$ cat src/nrps_pkg.sv
// Shared types and constants for the nearest ready point selector.
`timescale 1ns / 1ps
`default_nettype none

package nrps_pkg;

   // Table size and coordinate width.
   localparam int NUM_POINTS    = 32;
   localparam int COORD_BITS    = 8;

   // Fixed widths of the entry index field and the distance limit.
   localparam int INDEX_BITS    = 5;
   localparam int LIMIT_BITS    = 18;

   // Widths derived from the table size and coordinate width.
   localparam int CELL_IDX_BITS = (NUM_POINTS > 1) ? $clog2(NUM_POINTS) : 1;
   localparam int DIST_BITS     = 2 * COORD_BITS + 1;
   localparam int BEST_BITS     = (DIST_BITS > LIMIT_BITS) ? DIST_BITS : LIMIT_BITS;

   localparam logic [LIMIT_BITS-1:0] LIMIT_RESET = LIMIT_BITS'(50000);

   // Request opcodes.
   localparam logic OP_LOAD   = 1'b0;
   localparam logic OP_SELECT = 1'b1;

   typedef struct packed {
      logic                         opcode;
      logic [INDEX_BITS-1:0]        entry_index;
      logic signed [COORD_BITS-1:0] point_x;
      logic signed [COORD_BITS-1:0] point_y;
      logic                         point_ready;
      logic signed [COORD_BITS-1:0] car_x;
      logic signed [COORD_BITS-1:0] car_y;
   } req_type;

   typedef struct packed {
      logic                         found;
      logic [INDEX_BITS-1:0]        chosen_index;
      logic signed [COORD_BITS-1:0] chosen_x;
      logic signed [COORD_BITS-1:0] chosen_y;
   } rsp_type;

   // Search record that moves one cell down the chain each cycle.
   typedef struct packed {
      logic                         valid;
      logic signed [COORD_BITS-1:0] car_x;
      logic signed [COORD_BITS-1:0] car_y;
      logic [BEST_BITS-1:0]         best_dist;
      logic                         have;
      logic [CELL_IDX_BITS-1:0]     idx;
      logic signed [COORD_BITS-1:0] x;
      logic signed [COORD_BITS-1:0] y;
   } search_type;

   // Per-cell update controls from the top level.
   typedef struct packed {
      logic                         wr_en;
      logic                         clr_en;
      logic signed [COORD_BITS-1:0] x;
      logic signed [COORD_BITS-1:0] y;
      logic                         ready;
   } cell_ctrl_type;

endpackage

`default_nettype wire

$ cat src/nrps_cell.sv
// One table cell: holds a point and its ready mark and updates the passing search record.
`timescale 1ns / 1ps
`default_nettype none

module nrps_cell
   import nrps_pkg::*;
(
   input  wire logic                     clock,
   input  wire logic                     reset,
   input  wire logic [CELL_IDX_BITS-1:0] cell_idx,
   input  wire cell_ctrl_type            ctrl,
   input  wire search_type               search_in,
   output search_type                    search_out
);

   logic signed [COORD_BITS-1:0] px_ff;
   logic signed [COORD_BITS-1:0] py_ff;
   logic                         ready_ff;
   logic                         ready_in;
   search_type                   out_ff;
   search_type                   out_in;

   logic signed [COORD_BITS:0]   diff_x;
   logic signed [COORD_BITS:0]   diff_y;
   logic [COORD_BITS:0]          abs_x;
   logic [COORD_BITS:0]          abs_y;
   logic [COORD_BITS-1:0]        mag_x;
   logic [COORD_BITS-1:0]        mag_y;
   logic [2*COORD_BITS-1:0]      sq_x;
   logic [2*COORD_BITS-1:0]      sq_y;
   logic [DIST_BITS-1:0]         sq_dist;
   logic                         hit;

   // Exact squared distance; magnitudes fit COORD_BITS unsigned bits.
   assign diff_x = {px_ff[COORD_BITS-1], px_ff} - {search_in.car_x[COORD_BITS-1], search_in.car_x};
   assign diff_y = {py_ff[COORD_BITS-1], py_ff} - {search_in.car_y[COORD_BITS-1], search_in.car_y};
   assign abs_x  = diff_x[COORD_BITS] ? (~diff_x + 1'b1) : diff_x;
   assign abs_y  = diff_y[COORD_BITS] ? (~diff_y + 1'b1) : diff_y;
   assign mag_x  = abs_x[COORD_BITS-1:0];
   assign mag_y  = abs_y[COORD_BITS-1:0];
   assign sq_x   = mag_x * mag_x;
   assign sq_y   = mag_y * mag_y;
   assign sq_dist = {1'b0, sq_x} + {1'b0, sq_y};

   // Strict compare keeps the lower index on a tie.
   assign hit = search_in.valid && ready_ff && (BEST_BITS'(sq_dist) < search_in.best_dist);

   always_comb begin
      out_in = search_in;
      if (hit) begin
         out_in.best_dist = BEST_BITS'(sq_dist);
         out_in.have      = 1'b1;
         out_in.idx       = cell_idx;
         out_in.x         = px_ff;
         out_in.y         = py_ff;
      end
   end

   always_comb begin
      ready_in = ready_ff;
      if (ctrl.wr_en) begin
         ready_in = ctrl.ready;
      end else if (ctrl.clr_en) begin
         ready_in = 1'b0;
      end
   end

   always_ff @(posedge clock) begin
      if (reset) begin
         ready_ff     <= 1'b0;
         out_ff.valid <= 1'b0;
      end else begin
         ready_ff     <= ready_in;
         out_ff.valid <= out_in.valid;
      end
      out_ff.car_x     <= out_in.car_x;
      out_ff.car_y     <= out_in.car_y;
      out_ff.best_dist <= out_in.best_dist;
      out_ff.have      <= out_in.have;
      out_ff.idx       <= out_in.idx;
      out_ff.x         <= out_in.x;
      out_ff.y         <= out_in.y;
      if (ctrl.wr_en) begin
         px_ff <= ctrl.x;
         py_ff <= ctrl.y;
      end
   end

   assign search_out = out_ff;

endmodule

`default_nettype wire
$ cat config.mk
export PLATFORM = sky130hd
export DESIGN_NAME = nrps_cell
export DESIGN_NICKNAME = d
export VERILOG_FILES = /design/src/nrps_pkg.sv /design/src/nrps_cell.sv
export SDC_FILE = /design/constraint.sdc
export NUM_CORES = 1
export LEC_CHECK = 0
export BUFFER_PORTS_ARGS = -buffer_cell sky130_fd_sc_hd__buf_4
export CAP_MARGIN = 20
export CORE_MARGIN = 10
export CORE_UTILIZATION = 40
export DETAILED_ROUTE_END_ITERATION = 16
export PLACE_DENSITY_LB_ADDON = 0.05
export SYNTH_ARGS = -nofsm -noshare
export SYNTH_HDL_FRONTEND = slang
export SYNTH_SLANG_ARGS = --single-unit
$ cat constraint.sdc
create_clock -name clock -period 11.6 [get_ports clock]
set_clock_uncertainty 0.05 [all_clocks]
set_input_delay 1.74 -clock clock [delete_from_list [all_inputs] [get_ports clock]]
set_output_delay 1.74 -clock clock [all_outputs]
set_load 0.02 [all_outputs]
==> impl_metrics.env <==
export IMPL_status="complete, no violations"
export IMPL_netlist_top_cells_area="fa_1 22%, dfxtp_1 16%, ha_1 15%"
export IMPL_wl_per_cell_um=15.1
export IMPL_hold_path_class="flop to flop"
export IMPL_portBuffers=139
export IMPL_avgSynthCellArea_um2=9.83
export IMPL_fin_tns_setup_ns=0
export IMPL_crit_type="input pin to flop"
export IMPL_dieArea_um2=23900
export IMPL_ys_warn_count=0
export IMPL_grtUsageTotal=0.146
export IMPL_dr_first_iter_drc_count=200
export IMPL_r2r_start="py_ff[0]$_DFFE_PP_"
export IMPL_place_hpwl_mm=14.6
export IMPL_grt_pass1_wl_mm=28.7
export IMPL_dr_pass1_iters=4
export IMPL_utilization=0.498
export IMPL_crit_top_cell="fa_1"
export IMPL_synth_area_leader_cell="fa_1"
export IMPL_tightest_slew_ns=0.907
export IMPL_async_flop_share=0
export IMPL_antenna_cells=0
export IMPL_grt_max_degree=39
export IMPL_die_width_um=155
export IMPL_setup_viol=0
export IMPL_clk_latency_ns=0.34
export IMPL_first_global_vias=6106
export IMPL_synthFlopType="dfxtp_1"
export IMPL_synthSimpleGateAreaFrac=0.105
export IMPL_cpLargestDelayFamily="adder cells"
export IMPL_hp_start="px_ff[4]$_DFFE_PP_"
export IMPL_cpPeakStageDelay_ns=0.55
export IMPL_die_y_um=155
export IMPL_yosysMostFrequentCell="inv_1"
export IMPL_syn_area_um2=7240
export IMPL_cts_tree="built"
export IMPL_arrival_ns=10.64
export IMPL_syn_inst=737
export IMPL_core_um2=17900
export IMPL_grt_setup_unrepaired="no"
export IMPL_clkTransAtPathRegs_ns=0.06
export IMPL_synthXorXnorAreaFrac=0.0451
export IMPL_overflow=0
export IMPL_synth_top_family_by_area="adder cells"
export IMPL_timing_hold_violations_final=0
export IMPL_holdPathEnd="search_out[12]$_DFF_P_"
export IMPL_yosysTopAreaCellShare=0.216
export IMPL_register_area_um2=1640
export IMPL_slew_headroom=0.391
export IMPL_clock_sinks=74
export IMPL_multi_input_area_um2=4990
export IMPL_finalInstanceArea_um2=8910
export IMPL_ys_seq_area_frac=0.227
export IMPL_num_rows=49
export IMPL_drt_wl_total_mm=16.9
export IMPL_rr_worst_depth=32
export IMPL_area_delta_synth_final_pct=23.1
export IMPL_hold_depth=1
export IMPL_cts_path_max_buffers=2
export IMPL_cts_root_buf="clkbuf_16"
export IMPL_slew_viol_final=0
export IMPL_ant_nets=0
export IMPL_synthAdderAreaFrac=0.368
export IMPL_viasPerCell=4.94
export IMPL_crit_path_start_kind="input pin"
export IMPL_synth_compound_area_share=0.106
export IMPL_h_tree_depth=3
export IMPL_place_area_um2=8600
export IMPL_r2r_end="search_out[8]$_DFF_P_"
export IMPL_cp_required_ns=11.78
export IMPL_antenna_found_initial=0
export IMPL_initial_core_util=0.405
export IMPL_cts_resized=0
export IMPL_drive_above_1_share=0.252
export IMPL_min_period_over_period=0.902
export IMPL_fin_nets=1134
export IMPL_post_cts_buffers=0
export IMPL_synth_edf_count=16
export IMPL_max_freq_mhz=95.6
export IMPL_cts_buffers_inserted=9
export IMPL_hold_buffers=0
export IMPL_gp_congestion=0.871
export IMPL_num_vias=5528
export IMPL_fillCellCount=1687
export IMPL_drv_cap=0
export IMPL_timing_reg2reg_setup_slack_ns=2.11
export IMPL_drc=0
export IMPL_path_buf_inv=5
export IMPL_boundaryPins=140
export IMPL_ys_top_cells_by_count="153 x inv_1, 88 x ha_1, 78 x fa_1, 58 x dfxtp_1, 55 x nor2_1"
export IMPL_critPathMaxFanout=38
export IMPL_synth_area_mux_share=0.0648
export IMPL_crit_slowest_cell="fa_1"
export IMPL_fin_crit_ns=10.46
export IMPL_synth_nets=986
export IMPL_end_kind="flop"
export IMPL_yosys_register_bits=74
export IMPL_synth_cell_type_count=66
==> how the worst max path moves through the flow <==
stage                        from                    end  slack (ns)  cells after the start
detailed placement  search_in[40]  search_out[2]$_DFF_P_        0.82                     29
floorplan           search_in[40]  search_out[0]$_DFF_P_        1.55                     28
finish              search_in[40]  search_out[8]$_DFF_P_        1.14                     32
CTS                 search_in[40]  search_out[8]$_DFF_P_        1.17                     29
global placement    search_in[40]  search_out[2]$_DFF_P_        0.96                     29
global route        search_in[40]  search_out[8]$_DFF_P_        0.58                     32
==> final cells by class <==
cell class / count / area share
multi-input cells: 500 / 0.560
flip-flops and latches: 74 / 0.184
repair buffers: 145 / 0.124
inverters: 155 / 0.0653
well taps: 229 / 0.0321
clock buffers: 11 / 0.0309
clock inverters: 5 / 0.00449
==> worst reg2reg max path: cells and delay by family, from the launching register on <==
kind | cells | cell delay [ns]
buf+inv | 5 | 0.43
compound gates | 11 | 2.16
xor+xnor | 2 | 0.55
flops | 1 | 0.40
mux | 1 | 0.31
fa+ha+maj | 10 | 4.33
simple gates | 3 | 1.12
==> logic make-up (layout without fill, tap and decap cells) <==
| kind of cell | after synthesis | after routing |
|---|---|---|
| mux | 42 | 42 |
| xor+xnor | 33 | 33 |
| flops | 74 | 74 |
| simple gates | 155 | 155 |
| buf+inv | 163 | 316 |
| compound gates | 104 | 104 |
| fa+ha+maj | 166 | 166 |
==> flip-flops by register name, indices dropped and copies added, names as in the netlist <==
register,flops
px_ff,8
py_ff,8
ready_ff,1
search_out,57
==> routing by layer <==
| metal | vias to the layer above | global-route usage | routed length [um] |
|---|---|---|---|
| met5 | - | 0 | 0 |
| met4 | 0 | 0.0396 | 359 |
| met3 | 18 | 0.0424 | 1050 |
| met2 | 127 | 0.265 | 8720 |
| met1 | 2671 | 0.162 | 6790 |
| li1 | 2712 | - | - |
==> cells in the final DEF (no fill, tap or decap), types with 4 or more instances in the layout <==
cell type	count
a21o_1	14
a21oi_1	20
and2_1	4
and3_1	4
buf_4	144
clkbuf_16	11
dfxtp_1	58
edfxtp_1	16
fa_1	78
ha_1	88
inv_1	153
mux2_2	39
nand2_1	30
nand2b_1	6
nand3_1	9
nor2_1	55
nor2b_1	7
nor3_1	15
o211ai_1	6
o21a_1	11
o21ai_0	10
o21ai_1	5
o31a_1	4
or3_1	4
xnor2_1	17
xnor2_2	4
xor2_1	11
==> metrics by stage <==
stage	worst slack, ns	cells	hold WS, ns
finish	1.14	1119	0.459
detailed placement	0.822	1103	0.449
global placement	0.957	1103	0.438
CTS	1.17	1119	0.461
global route	0.582	1119	0.483
floorplan	1.55	737	0.427
Power is left out: the tool's default activity adds up to more than one toggle a clock period on the data nets, which glitch-free logic cannot reach.
